==> src/hdl/soa_pkg.sv <==
// Shared constants, request codes and control types for the slot owner allocator.
`timescale 1ns / 1ps

package soa_pkg;

  localparam int REQ_W           = 2;
  localparam int SLOT_W          = 7;
  localparam int CAP_W           = 7;
  localparam int OWNER_ID_W      = 16;
  localparam int OWNER_W_MAX     = 32;
  localparam int SLOTS_DEF       = 64;
  localparam int OWNER_WIDTH_DEF = 16;
  localparam int CAP_MAX         = (2 ** CAP_W) - 1;

  localparam int GRP_SIZE = 8;
  localparam int GRP_W    = 3;

  localparam int IN_FIELDS_W  = SLOT_W + OWNER_ID_W;
  localparam int IN_TDATA_W   = ((IN_FIELDS_W + 7) / 8) * 8;
  localparam int OUT_FIELDS_W = SLOT_W + OWNER_ID_W + 2 * CAP_W;
  localparam int OUT_TDATA_W  = ((OUT_FIELDS_W + 7) / 8) * 8;

  localparam logic [REQ_W-1:0] REQ_ALLOC   = 2'd0;
  localparam logic [REQ_W-1:0] REQ_CLAIM   = 2'd1;
  localparam logic [REQ_W-1:0] REQ_RELEASE = 2'd2;
  localparam logic [REQ_W-1:0] REQ_QUERY   = 2'd3;

  typedef struct packed {
    logic load;
    logic search;
    logic commit;
    logic cfg_wr;
  } soa_cmd_t;

  typedef struct packed {
    logic out_free;
  } soa_sts_t;

endpackage

==> src/hdl/soa_ctrl.sv <==
// Request sequencer: accept, table read and free search, update and result load.
`timescale 1ns / 1ps

module soa_ctrl import soa_pkg::*; (
  input  logic     clk,
  input  logic     rst,
  input  logic     s_tvalid,
  output logic     s_tready,
  input  logic     cfg_valid,
  output logic     cfg_ready,
  input  soa_sts_t sts,
  output soa_cmd_t cmd
);

  localparam logic [1:0] ST_IDLE   = 2'd0;
  localparam logic [1:0] ST_SEARCH = 2'd1;
  localparam logic [1:0] ST_COMMIT = 2'd2;

  logic [1:0] state;
  logic [1:0] state_next;

  assign s_tready   = (state == ST_IDLE);
  assign cfg_ready  = (state == ST_IDLE);
  assign cmd.load   = s_tvalid && s_tready;
  assign cmd.search = (state == ST_SEARCH);
  assign cmd.commit = (state == ST_COMMIT) && sts.out_free;
  assign cmd.cfg_wr = cfg_valid && cfg_ready;

  always_comb begin
    state_next = state;
    case (state)
      ST_IDLE: begin
        if (cmd.load) state_next = ST_SEARCH;
      end
      ST_SEARCH: begin
        state_next = ST_COMMIT;
      end
      ST_COMMIT: begin
        if (sts.out_free) state_next = ST_IDLE;
      end
      default: begin
        state_next = ST_IDLE;
      end
    endcase
  end

  always_ff @(posedge clk) begin
    if (rst) begin
      state <= ST_IDLE;
    end else begin
      state <= state_next;
    end
  end

endmodule

==> src/hdl/soa_datapath.sv <==
// Owner table, occupancy bitmap, two-level free search, counters and result register.
`timescale 1ns / 1ps

module soa_datapath import soa_pkg::*; #(
  parameter int SLOTS       = SLOTS_DEF,
  parameter int OWNER_WIDTH = OWNER_WIDTH_DEF
) (
  input  logic                   clk,
  input  logic                   rst,
  input  soa_cmd_t               cmd,
  output soa_sts_t               sts,
  input  logic [CAP_W-1:0]       cfg_data,
  input  logic [REQ_W-1:0]       in_req,
  input  logic [SLOT_W-1:0]      in_slot,
  input  logic [OWNER_ID_W-1:0]  in_owner,
  output logic                   m_tvalid,
  input  logic                   m_tready,
  output logic [OUT_TDATA_W-1:0] m_tdata,
  output logic                   m_tuser
);

  localparam int EFF_SLOTS = (SLOTS < CAP_MAX) ? SLOTS : CAP_MAX;
  localparam int IDX_W     = $clog2(EFF_SLOTS);
  localparam int NGRP      = (EFF_SLOTS + GRP_SIZE - 1) / GRP_SIZE;
  localparam int OCC_W     = NGRP * GRP_SIZE;
  localparam int OCC_IW    = $clog2(OCC_W);

  logic [CAP_W-1:0]       capacity;
  logic [CAP_W-1:0]       used_total;
  logic [OCC_W-1:0]       occ;
  logic [OWNER_WIDTH-1:0] mem [EFF_SLOTS];
  logic [OWNER_WIDTH-1:0] rd_data;

  logic [REQ_W-1:0]       req_r;
  logic [SLOT_W-1:0]      slot_r;
  logic [OWNER_WIDTH-1:0] owner_r;

  logic [NGRP-1:0]        grp_any;
  logic [GRP_W-1:0]       grp_pos [NGRP];
  logic [NGRP-1:0]        grp_any_c;
  logic [GRP_W-1:0]       grp_pos_c [NGRP];
  logic [OCC_W-1:0]       free_vec;

  logic [CAP_W-1:0]       cap_eff;
  logic [CAP_W-1:0]       sidx;
  logic                   slot_ok;
  logic                   occ_s;
  logic                   found;
  logic [CAP_W-1:0]       ffree;

  logic                   ok;
  logic                   do_set;
  logic                   do_clr;
  logic [CAP_W-1:0]       tgt;
  logic [SLOT_W-1:0]      slot_res;
  logic [OWNER_WIDTH-1:0] owner_res;
  logic [CAP_W-1:0]       used_next;
  logic [CAP_W-1:0]       free_cnt;
  logic [OWNER_ID_W-1:0]  owner_out;

  assign cap_eff = (capacity > CAP_W'(EFF_SLOTS)) ? CAP_W'(EFF_SLOTS) : capacity;
  assign sidx    = slot_r - SLOT_W'(1);
  assign slot_ok = (cap_eff != '0) && (slot_r != '0) && (slot_r <= cap_eff);
  assign occ_s   = slot_ok && occ[sidx[OCC_IW-1:0]];

  // first level: lowest free bit inside each group of eight
  always_comb begin
    for (int i = 0; i < OCC_W; i++) begin
      free_vec[i] = !occ[i] && (CAP_W'(i) < cap_eff);
    end
    for (int g = 0; g < NGRP; g++) begin
      grp_any_c[g] = |free_vec[g*GRP_SIZE +: GRP_SIZE];
      grp_pos_c[g] = '0;
      for (int b = GRP_SIZE - 1; b >= 0; b--) begin
        if (free_vec[g*GRP_SIZE + b]) grp_pos_c[g] = GRP_W'(b);
      end
    end
  end

  // second level: lowest group holding a free slot
  always_comb begin
    found = 1'b0;
    ffree = '0;
    for (int g = NGRP - 1; g >= 0; g--) begin
      if (grp_any[g]) begin
        found = 1'b1;
        ffree = CAP_W'(g * GRP_SIZE) + CAP_W'(grp_pos[g]);
      end
    end
  end

  always_comb begin
    ok        = 1'b0;
    do_set    = 1'b0;
    do_clr    = 1'b0;
    tgt       = sidx;
    slot_res  = '0;
    owner_res = '0;
    case (req_r)
      REQ_ALLOC: begin
        if ((cap_eff != '0) && (owner_r != '0) && found) begin
          ok       = 1'b1;
          do_set   = 1'b1;
          tgt      = ffree;
          slot_res = ffree + CAP_W'(1);
        end
      end
      REQ_CLAIM: begin
        if (slot_ok && (owner_r != '0) && !occ_s) begin
          ok       = 1'b1;
          do_set   = 1'b1;
          slot_res = slot_r;
        end
      end
      REQ_RELEASE: begin
        if (occ_s) begin
          ok        = 1'b1;
          do_clr    = 1'b1;
          owner_res = rd_data;
        end
      end
      REQ_QUERY: begin
        if (slot_ok) begin
          ok        = 1'b1;
          owner_res = occ_s ? rd_data : '0;
        end
      end
      default: begin
        ok = 1'b0;
      end
    endcase
  end

  assign used_next = used_total + CAP_W'(do_set) - CAP_W'(do_clr);
  assign free_cnt  = cap_eff - used_next;
  assign owner_out = OWNER_ID_W'(OWNER_W_MAX'(owner_res));
  assign sts.out_free = !m_tvalid || m_tready;

  always_ff @(posedge clk) begin
    if (rst) begin
      capacity   <= '0;
      used_total <= '0;
      occ        <= '0;
      m_tvalid   <= 1'b0;
    end else begin
      if (cmd.cfg_wr) begin
        capacity   <= cfg_data;
        used_total <= '0;
        occ        <= '0;
      end
      if (cmd.commit) begin
        if (do_set) occ[tgt[OCC_IW-1:0]] <= 1'b1;
        if (do_clr) occ[tgt[OCC_IW-1:0]] <= 1'b0;
        used_total <= used_next;
        m_tvalid   <= 1'b1;
      end else if (m_tready) begin
        m_tvalid <= 1'b0;
      end
    end
  end

  always_ff @(posedge clk) begin
    if (cmd.load) begin
      req_r   <= in_req;
      slot_r  <= in_slot;
      owner_r <= OWNER_WIDTH'(OWNER_W_MAX'(in_owner));
    end
    if (cmd.search) begin
      grp_any <= grp_any_c;
      for (int g = 0; g < NGRP; g++) begin
        grp_pos[g] <= grp_pos_c[g];
      end
    end
    if (cmd.commit) begin
      m_tdata <= OUT_TDATA_W'({free_cnt, used_next, owner_out, slot_res});
      m_tuser <= !ok;
    end
  end

  always_ff @(posedge clk) begin
    if (cmd.search) rd_data <= mem[sidx[IDX_W-1:0]];
    if (cmd.commit && do_set) mem[tgt[IDX_W-1:0]] <= owner_r;
  end

  a_used_matches_bitmap: assert property (@(posedge clk) disable iff (rst)
    used_total == CAP_W'($countones(occ)))
    else $error("used count differs from occupancy bitmap");

  a_used_within_cap: assert property (@(posedge clk) disable iff (rst)
    used_total <= cap_eff)
    else $error("used count exceeds capacity");

  a_commit_needs_room: assert property (@(posedge clk) disable iff (rst)
    cmd.commit |-> (!m_tvalid || m_tready))
    else $error("result overwritten before it was taken");

  a_commit_gives_result: assert property (@(posedge clk) disable iff (rst)
    cmd.commit |=> m_tvalid)
    else $error("result register not loaded after update");

endmodule

==> src/hdl/slot_owner_allocator_top.sv <==
// Top level of the slot owner allocator: sequencer plus table datapath.
//
//   port group  dir  contents
//   cfg_*       in   capacity register write (cfg_data, 7 bits)
//   s_*         in   request item: tuser req_type, tdata slot_number/owner_id
//   m_*         out  result item: tuser status, tdata slot/owner/used/free
//
// Each item is accepted, then gets an owner table read with a grouped free-slot
// search, then a table and bitmap update with the result loaded into m_*.
// The owner table is one memory read port feeding the update cycle.
// Reset or a capacity write clears the occupancy bitmap at once; no sweep.
// A waiting result holds the update cycle until m_tready; a new request is
// accepted while the previous result still waits.
`timescale 1ns / 1ps

module slot_owner_allocator_top import soa_pkg::*; #(
  parameter int SLOTS       = SLOTS_DEF,
  parameter int OWNER_WIDTH = OWNER_WIDTH_DEF
) (
  input  logic                   clk,
  input  logic                   rst,
  input  logic                   cfg_valid,
  output logic                   cfg_ready,
  input  logic [CAP_W-1:0]       cfg_data,   // capacity
  input  logic                   s_tvalid,
  output logic                   s_tready,
  input  logic [IN_TDATA_W-1:0]  s_tdata,    // slot_number, owner_id
  input  logic [REQ_W-1:0]       s_tuser,    // req_type
  output logic                   m_tvalid,
  input  logic                   m_tready,
  output logic [OUT_TDATA_W-1:0] m_tdata,    // slot_result, owner_result, used_count, free_count
  output logic                   m_tuser     // status
);

  soa_cmd_t cmd;
  soa_sts_t sts;

  soa_ctrl u_ctrl (
    .clk       (clk),
    .rst       (rst),
    .s_tvalid  (s_tvalid),
    .s_tready  (s_tready),
    .cfg_valid (cfg_valid),
    .cfg_ready (cfg_ready),
    .sts       (sts),
    .cmd       (cmd)
  );

  soa_datapath #(
    .SLOTS       (SLOTS),
    .OWNER_WIDTH (OWNER_WIDTH)
  ) u_datapath (
    .clk      (clk),
    .rst      (rst),
    .cmd      (cmd),
    .sts      (sts),
    .cfg_data (cfg_data),
    .in_req   (s_tuser),
    .in_slot  (s_tdata[SLOT_W-1:0]),
    .in_owner (s_tdata[SLOT_W +: OWNER_ID_W]),
    .m_tvalid (m_tvalid),
    .m_tready (m_tready),
    .m_tdata  (m_tdata),
    .m_tuser  (m_tuser)
  );

endmodule

==> config.mk <==
export PLATFORM = sky130hd
export DESIGN_NAME = slot_owner_allocator_top
export DESIGN_NICKNAME = d
export VERILOG_FILES = /design/src/hdl/soa_pkg.sv /design/src/hdl/soa_ctrl.sv /design/src/hdl/soa_datapath.sv /design/src/hdl/slot_owner_allocator_top.sv
export SDC_FILE = /design/constraint.sdc
export NUM_CORES = 1
export LEC_CHECK = 0
export BUFFER_PORTS_ARGS = -buffer_cell sky130_fd_sc_hd__buf_4
export CORE_MARGIN = 3
export CORE_UTILIZATION = 51
export CTS_CLUSTER_DIAMETER = 60
export DETAILED_ROUTE_END_ITERATION = 7
export GPL_TIMING_DRIVEN = 1
export PLACE_DENSITY_LB_ADDON = 0.15
export SLEW_MARGIN = 20
export SYNTH_ARGS = -nofsm -noshare
export SYNTH_HDL_FRONTEND = slang
export SYNTH_SLANG_ARGS = --single-unit
==> constraint.sdc <==
create_clock -name clk -period 6.8 [get_ports clk]
set_clock_uncertainty 0.2 [all_clocks]
set_input_delay 1.02 -clock clk [delete_from_list [all_inputs] [get_ports clk]]
set_output_delay 1.02 -clock clk [all_outputs]
set_load 0.01 [all_outputs]
== After elaboration in Yosys (flattened, before gate mapping) ==
Memory sizes are Yosys's and may differ from the RTL's. A register that Yosys moved wholly into a read port is not among the register bits.
Index checks and enable logic that the tools add are counted.
Storage, ports and cells
  output and inout bits: 44
  RAM bits: 1048
  memories: 2
  bits of input ports: 38
  register bits: 152
Operators by class
  equality and inequality tests: 7
  mux-type cells: 118
  bitwise operators: 3
  order comparisons: 69
  reduce and logical (&&, ||, !) cells: 160
  add/sub/neg operators: 12
Memory list
  u_datapath.mem: words 64, width 16, read ports 1, clocked after memory_dff 1, write ports 1, RTL line soa_datapath.sv:31  | logic [OWNER_WIDTH-1:0] mem [EFF_SLOTS];
  u_datapath.grp_pos: words 8, width 3, read ports 8, clocked after memory_dff 0, write ports 8, RTL line soa_datapath.sv:39  | logic [GRP_W-1:0] grp_pos [NGRP];
Operator list (number)
  two-way mux 64 bit: 7
  < comparator 6 x 7 -> 1 bit (first input constant): 32
  two-way mux 3 bit: 64
  < comparator 5 x 7 -> 1 bit (first input constant): 16
  two-way mux 7 bit: 13
  logical AND 1 bit: 76
  logical NOT 1 bit: 67
  AND 64 bit: 1
  inverter 64 bit: 1
  bitwise OR 64 bit: 1
  OR reduction 8 bit: 8
  < comparator 4 x 7 -> 1 bit (first input constant): 8
  two-way mux 16 bit: 2
  one-hot mux 16 bit (2 select lines): 1
  adder 6 x 3 -> 7 bit (first input constant): 4
  < comparator 3 x 7 -> 1 bit (first input constant): 4
  two-way mux 1 bit: 21
  nonzero test 16 bit: 1
  < comparator 1 x 7 -> 1 bit (first input constant): 2
  < comparator 2 x 7 -> 1 bit (first input constant): 2
  < comparator 6 x 7 -> 1 bit (second input constant): 2
  one-hot mux 7 bit (2 select lines): 1
  nonzero test 7 bit: 2
  adder 5 x 3 -> 6 bit (first input constant): 2
  other kinds (24): 31

== Longest topological paths before layout ==
An unclocked memory read counts as a cell.
  depth after elaboration: 23
  gate-level depth with buffers: 27
  mapped depth without buffers: 24

== Cells and area by module ==
From an unflattened synthesis, not the netlist that was laid out.
Unflattened totals
  cells, all modules: 2625
  area, all modules: 49819.0 sq um
Modules (own cells, without submodules)
  soa_datapath: cells an instance 2614, area each 49713.9 sq um, seq. area each 35664.2 sq um, times used 1
  soa_ctrl: cells an instance 11, area each 105.1 sq um, seq. area each 40.0 sq um, times used 1

== Worst setup path after synthesis ==
No wires, ideal clock.
  path kind: register to register
  from: register u_datapath.slot_r[0]
  to: register u_datapath.m_tdata[36] (data pin)
  clock period less this slack: 5.934 ns
  setup slack: 0.866 ns
  arrival time: 5.474 ns
  stages on the path, launching flop included: 27
  data required time: 6.341 ns
  cells stage by stage: edfxtp_1 buf_2 clkinv_1 ha_1 xor2_2 buf_4 mux4_2 nand3_1 and4_1 nor3_2 buf_2 nand3_4 inv_1 ha_1 inv_1 ha_1 inv_1 fa_1 xnor2_1 inv_1 ha_1 a21o_1 a21oi_1 maj3_1 inv_1 a21oi_1 xnor2_1
On the way
  word-level cells in the longest chain between the ends: 11
Ends and longest elaborated chain
  from (decl): RTL line soa_datapath.sv:35  | logic [SLOT_W-1:0] slot_r;
  from (signal assigned): RTL line soa_datapath.sv:165  | slot_r <= in_slot;
  subtractor 6 x 1 -> 6 bit / nonzero test 7 bit (equally long branches): RTL line soa_datapath.sv:62, soa_datapath.sv:63
  binary-select mux 1 bit (select 6 bit) / logical AND 1 bit (equally long branches): RTL line soa_datapath.sv:64, soa_datapath.sv:63
  two-way mux 1 bit (not written as such) / logical AND 1 bit (equally long branches): RTL line soa_datapath.sv:64, soa_datapath.sv:63
  logical AND 1 bit: RTL line soa_datapath.sv:64  | assign occ_s = slot_ok && occ[sidx[OCC_IW-1:0]];
  logical NOT 1 bit: RTL line soa_datapath.sv:109  | if (slot_ok && (owner_r != '0) && !occ_s) begin
  logical AND 1 bit: RTL line soa_datapath.sv:109
  two-way mux 1 bit: RTL line soa_datapath.sv:109
  one-hot mux 1 bit (2 select lines): RTL line soa_datapath.sv:99  | case (req_r)
  adder 7 x 1 -> 7 bit: RTL line soa_datapath.sv:134  | assign used_next = used_total + CAP_W'(do_set) - CAP_W'(do_clr);
  subtractor 7 x 1 -> 7 bit *: RTL line soa_datapath.sv:134
  via u_datapath.used_next[2]: RTL line soa_datapath.sv:57  | logic [CAP_W-1:0] used_next;
  subtractor 7 bit *: RTL line soa_datapath.sv:135  | assign free_cnt = cap_eff - used_next;
  via u_datapath.free_cnt[6]: RTL line soa_datapath.sv:58  | logic [CAP_W-1:0] free_cnt;
  to (signal assigned): RTL line soa_datapath.sv:175  | m_tdata <= OUT_TDATA_W'({free_cnt, used_next, owner_out, slot_res});
  to (decl): RTL line soa_datapath.sv:18  | output logic [OUT_TDATA_W-1:0] m_tdata,
Mark *: on every way through the listed nets, which the timed path passes. The rest lies on a longest branch. The select of a mux whose other input is x is not followed.
A chain may end at the register's enable or synchronous reset.

== Worst setup path after layout ==
  from: register u_datapath.slot_r[1]
  to: register u_datapath.m_tdata[36] (data pin)
On the way
  word-level cells in the longest chain between the ends: 11
Ends and longest elaborated chain (RTL line)
  subtractor 6 x 1 -> 6 bit / nonzero test 7 bit (equally long branches): soa_datapath.sv:62, soa_datapath.sv:63
  binary-select mux 1 bit (select 6 bit) / logical AND 1 bit (equally long branches): soa_datapath.sv:64, soa_datapath.sv:63
  two-way mux 1 bit (not written as such) / logical AND 1 bit (equally long branches): soa_datapath.sv:64, soa_datapath.sv:63
  logical AND 1 bit: soa_datapath.sv:64
  logical NOT 1 bit: soa_datapath.sv:109
  logical AND 1 bit: soa_datapath.sv:109
  two-way mux 1 bit: soa_datapath.sv:109
  one-hot mux 1 bit (2 select lines): soa_datapath.sv:99
  adder 7 x 1 -> 7 bit: soa_datapath.sv:134
  subtractor 7 x 1 -> 7 bit *: soa_datapath.sv:134
  subtractor 7 bit *: soa_datapath.sv:135
  via u_datapath.free_cnt[6]: soa_datapath.sv:58
Marks and branches as above.

==> flow_summary.json <==
{
  "outcome": "finished, final reports clean",
  "drt_pass1_iterations": 5,
  "synthDistinctLibCells": 70,
  "initial_utilization": 0.5152,
  "worstSetupStartpointType": "register",
  "path_common_cell": "inv_1",
  "seqCellArea_mm2": 0.03570,
  "post_cts_hold_buffer_count": 0,
  "tightest_slew_ns": 1.188,
  "grt_usage": 0.2645,
  "floorplan.die.width_um": 316.3,
  "path_class": "register to register",
  "die_y_um": 316.3,
  "cap_viol_max_count": 0,
  "yosys_warnings": 0,
  "multiInputGateArea_mm2": 0.01313,
  "min_clock_period_post_route_ns": 6.286,
  "tritoncts": "built",
  "area_growth_pct": 15.00,
  "cts.root.buffer_cell": "clkbuf_16",
  "syn-instance-count": 2538,
  "hold-path-cell-count": 1,
  "crit_path_top_delay_cell": "nor2_4",
  "relSlewSlack": 0.2046,
  "async_flop_share": 0,
  "initialDrtViolationCount": 3135,
  "tritoncts_num_sinks": 1216,
  "num_io_pins": 82,
  "postCtsSetupRepairBufs": 0,
  "worstPathMaxFanout": 17,
  "die_area_mm2": 0.1000,
  "layout.nets": 2791,
  "maximum_buffer_depth_of_the_clock_tree": 3,
  "final_min_period_over_clock_period": 0.9244,
  "finish.instance_area_mm2": 0.05646,
  "critical_path_required_ns": 7.08,
  "irDropWorstVdd_mv": 0.2193,
  "worstSkewPairLatency_ns": 0.73,
  "worst_path_largest_cell_delay_ns": 0.63,
  "wirelength_um": 129600,
  "gp_congestion": 0.9162,
  "drt-vias-per-instance": 6.428,
  "detailed_place_hpwl_um": 80990,
  "coreArea_mm2": 0.09529,
  "ys_seq_area_frac": 0.7273,
  "postSynthRegisterBits": 1216,
  "final_hold_viol_count": 0,
  "grt_max_degree": 137,
  "timing_max_transition_violations_final": 0,
  "path_cells": "inv_1 > ha_4 > xor2_2 > buf_4 > mux2i_1 > o32ai_1 > nor4_1 > nor3_2 > nor2_1 > nor2_4 > inv_1 > ha_1 > inv_1 > fa_1 > fa_1 > a21o_1 > a21oi_1 > maj3_1 > inv_1 > a21oi_1 > xnor2_1",
  "worstPathArrival_ns": 6.56,
  "std_cell_rows": 113,
  "avgRoutedWirePerCell_um": 31.59,
  "syn_avg_cell_area_um2": 19.34,
  "global_route.overflow_total": 0,
  "worst_setup_path_end_kind": "register",
  "clk_pin_slew_worst_paths_ns": 0.06,
  "pwr_density_cell_mw_per_mm2": 296.5,
  "leakage_power_nw": 17.96,
  "remaining_drc_errors": 0,
  "number_of_nets_with_antenna_violations_after_routing": 0,
  "max_freq_mhz": 159.1,
  "synth_edf_count": 1135,
  "postCtsResizedCells": 0,
  "grt_setup_unrepaired": "no",
  "first_global_vias": 26174,
  "worstHoldPathType": "input pin to register",
  "count_of_input_and_output_buffers": 77,
  "commonest_register_cell_after_synthesis": "edfxtp_1",
  "timing.setup.tns_ns": 0,
  "htreeDepth": 4,
  "detailed_place.area_mm2": 0.05218,
  "cts_buffers": 134,
  "grt_pass1_wl_um": 187200,
  "setup-violations-final": 0,
  "layout.filler_cells": 6925,
  "vias": 26374,
  "initial_antenna_violation_count": 6,
  "netlist_area_mm2": 0.04909,
  "worst-r2r-cell-count": 21,
  "fraction_of_final_layout_cells_sized_beyond_drive_strength_1": 0.2983
}
Yosys cell counts, types with 5 or more instances:
library cell | number | area (um^2)
nor3_1 | 81 | 405.4
nand3_1 | 15 | 75.07
nor2_1 | 103 | 386.6
edfxtp_1 | 1135 | 34080
o32ai_1 | 8 | 70.07
and2_1 | 14 | 87.58
o21a_1 | 6 | 45.04
o21bai_1 | 10 | 75.07
nor2_4 | 8 | 90.09
o31ai_1 | 5 | 37.54
nor2b_1 | 13 | 81.33
buf_1 | 24 | 90.09
nand3b_1 | 5 | 37.54
nand2b_1 | 10 | 62.56
mux4_2 | 352 | 7928
a22oi_1 | 73 | 548.0
nand2_1 | 48 | 180.2
a31oi_1 | 7 | 43.79
ha_1 | 21 | 262.8
a21oi_1 | 152 | 760.7
nand4_1 | 5 | 31.28
a21o_1 | 10 | 75.07
xnor2_1 | 15 | 131.4
o21ai_0 | 36 | 180.2
buf_2 | 19 | 95.09
buf_4 | 5 | 37.54
or2_2 | 6 | 37.54
o22ai_1 | 6 | 37.54
clkbuf_1 | 103 | 386.6
or3_1 | 14 | 87.58
a211oi_1 | 8 | 60.06
dfxtp_1 | 81 | 1622
a221oi_1 | 5 | 43.79
nor4_1 | 9 | 56.30
and3_1 | 19 | 118.9
xor2_1 | 7 | 61.31
inv_1 | 44 | 165.2
metrics by stage:
| step | cells | total power, mW | util | worst slack, ns | hold slack (ns) |
|---|---|---|---|---|---|
| global placement | 3858 | 9.910 | 0.5473 | 0.5401 | 0.2944 |
| finish | 4103 | 16.74 | 0.5925 | 0.5141 | 0.2614 |
| global route | 4101 | 17.26 | 0.5924 | 0.03069 | 0.2263 |
| CTS | 4101 | 16.88 | 0.5924 | 0.4970 | 0.2103 |
| detailed placement | 3859 | 9.934 | 0.5476 | 0.5202 | 0.2913 |
| floorplan | 2540 | 9.322 | - | 0.8663 | 0.2654 |
cell usage in the layout (no fill, tap or decap), types with 5 or more instances in the layout:
cell / n
bufinv_16: 5
edfxtp_1: 1135
nand3_1: 15
o32ai_1: 6
nor4_1: 8
nand2b_1: 10
clkinv_2: 17
mux4_2: 352
o21ai_0: 36
o21bai_1: 8
nor2b_1: 12
buf_4: 201
xor2_1: 7
or2_2: 6
a221oi_1: 5
nand2_1: 48
clkbuf_1: 25
o21a_1: 6
nor2_4: 10
nand4_1: 5
dfxtp_1: 81
nor2_1: 101
a22oi_1: 73
xnor2_1: 12
nor3_2: 65
ha_1: 20
nor3_1: 17
clkinv_1: 36
a211oi_1: 8
or3_1: 14
nand3b_1: 5
a21oi_1: 152
and3_1: 19
clkbuf_16: 143
o22ai_1: 6
inv_1: 44
and2_1: 13
a21o_1: 10
cells by family (layout without fill, tap and decap cells):
group,count (synthesis),after routing,synth area share
AOI/OAI and AO/OA,360,360,0.04628
muxes,356,356,0.1623
and+or+nand+nor,360,360,0.03734
buffers and inverters,197,493,0.01593
xor gates and xnor gates,23,23,0.004256
DFF,1216,1216,0.7273
other,1,5,0.00007638
adders and majority gates,25,25,0.006575
per-layer routing:
metal  GRT usage  vias to the layer above  routed length, um
li1            -                    10936                  -
met1      0.3905                    13893              54380
met2      0.4055                     1318              60620
met3     0.04849                      227              10740
met4     0.08622                        0               3872
met5           0                        -                  0
power breakdown:
part           internal, mW  leakage [nW]  total (mW)  switching, mW
combinational         0.548          4.96        1.49          0.938
sequential             8.26          10.9        8.29         0.0366
clock                  4.05          2.08        6.96           2.91
final timing paths:
kind	start	endpoint	slack [ns]
max reg2reg	u_datapath.slot_r[1]	u_datapath.m_tdata[36]	0.51
min	s_tdata[13]	u_datapath.owner_r[6]	0.26
max	u_datapath.slot_r[1]	u_datapath.m_tdata[36]	0.51
min reg2reg	u_datapath.used_total[0]	u_datapath.used_total[0]	0.30
layout make-up:
cell class	instances	share of cell area
Antenna cell	2	0.00008864
Clock buffer	169	0.06529
Clock inverter	73	0.01028
Inverter	46	0.003058
Multi-Input combinational cell	1127	0.2326
Sequential cell	1216	0.6324
Tap cell	1265	0.02803
Timing Repair Buffer	205	0.02828
worst max-delay path, delay by kind of cell (launching register included):
kind | cells | cell delay, ns
adders and majority gates | 5 | 1.59
muxes | 1 | 0.15
xor gates and xnor gates | 2 | 0.61
and+or+nand+nor | 4 | 1.44
AOI/OAI and AO/OA | 4 | 0.81
DFF | 1 | 0.48
buffers and inverters | 5 | 0.74
sequential cells by signal (all words and copies together) (netlist names):
name / count
u_ctrl.state: 2
u_datapath.capacity: 7
u_datapath.grp_any: 8
u_datapath.grp_pos: 24
u_datapath.m_tdata: 37
u_datapath.m_tuser: 1
u_datapath.m_tvalid: 1
u_datapath.mem: 1024
u_datapath.occ: 64
u_datapath.owner_r: 16
u_datapath.rd_data: 16
u_datapath.req_r: 2
u_datapath.slot_r: 7
u_datapath.used_total: 7
No activity file was read; power rests on OpenSTA's default activity.
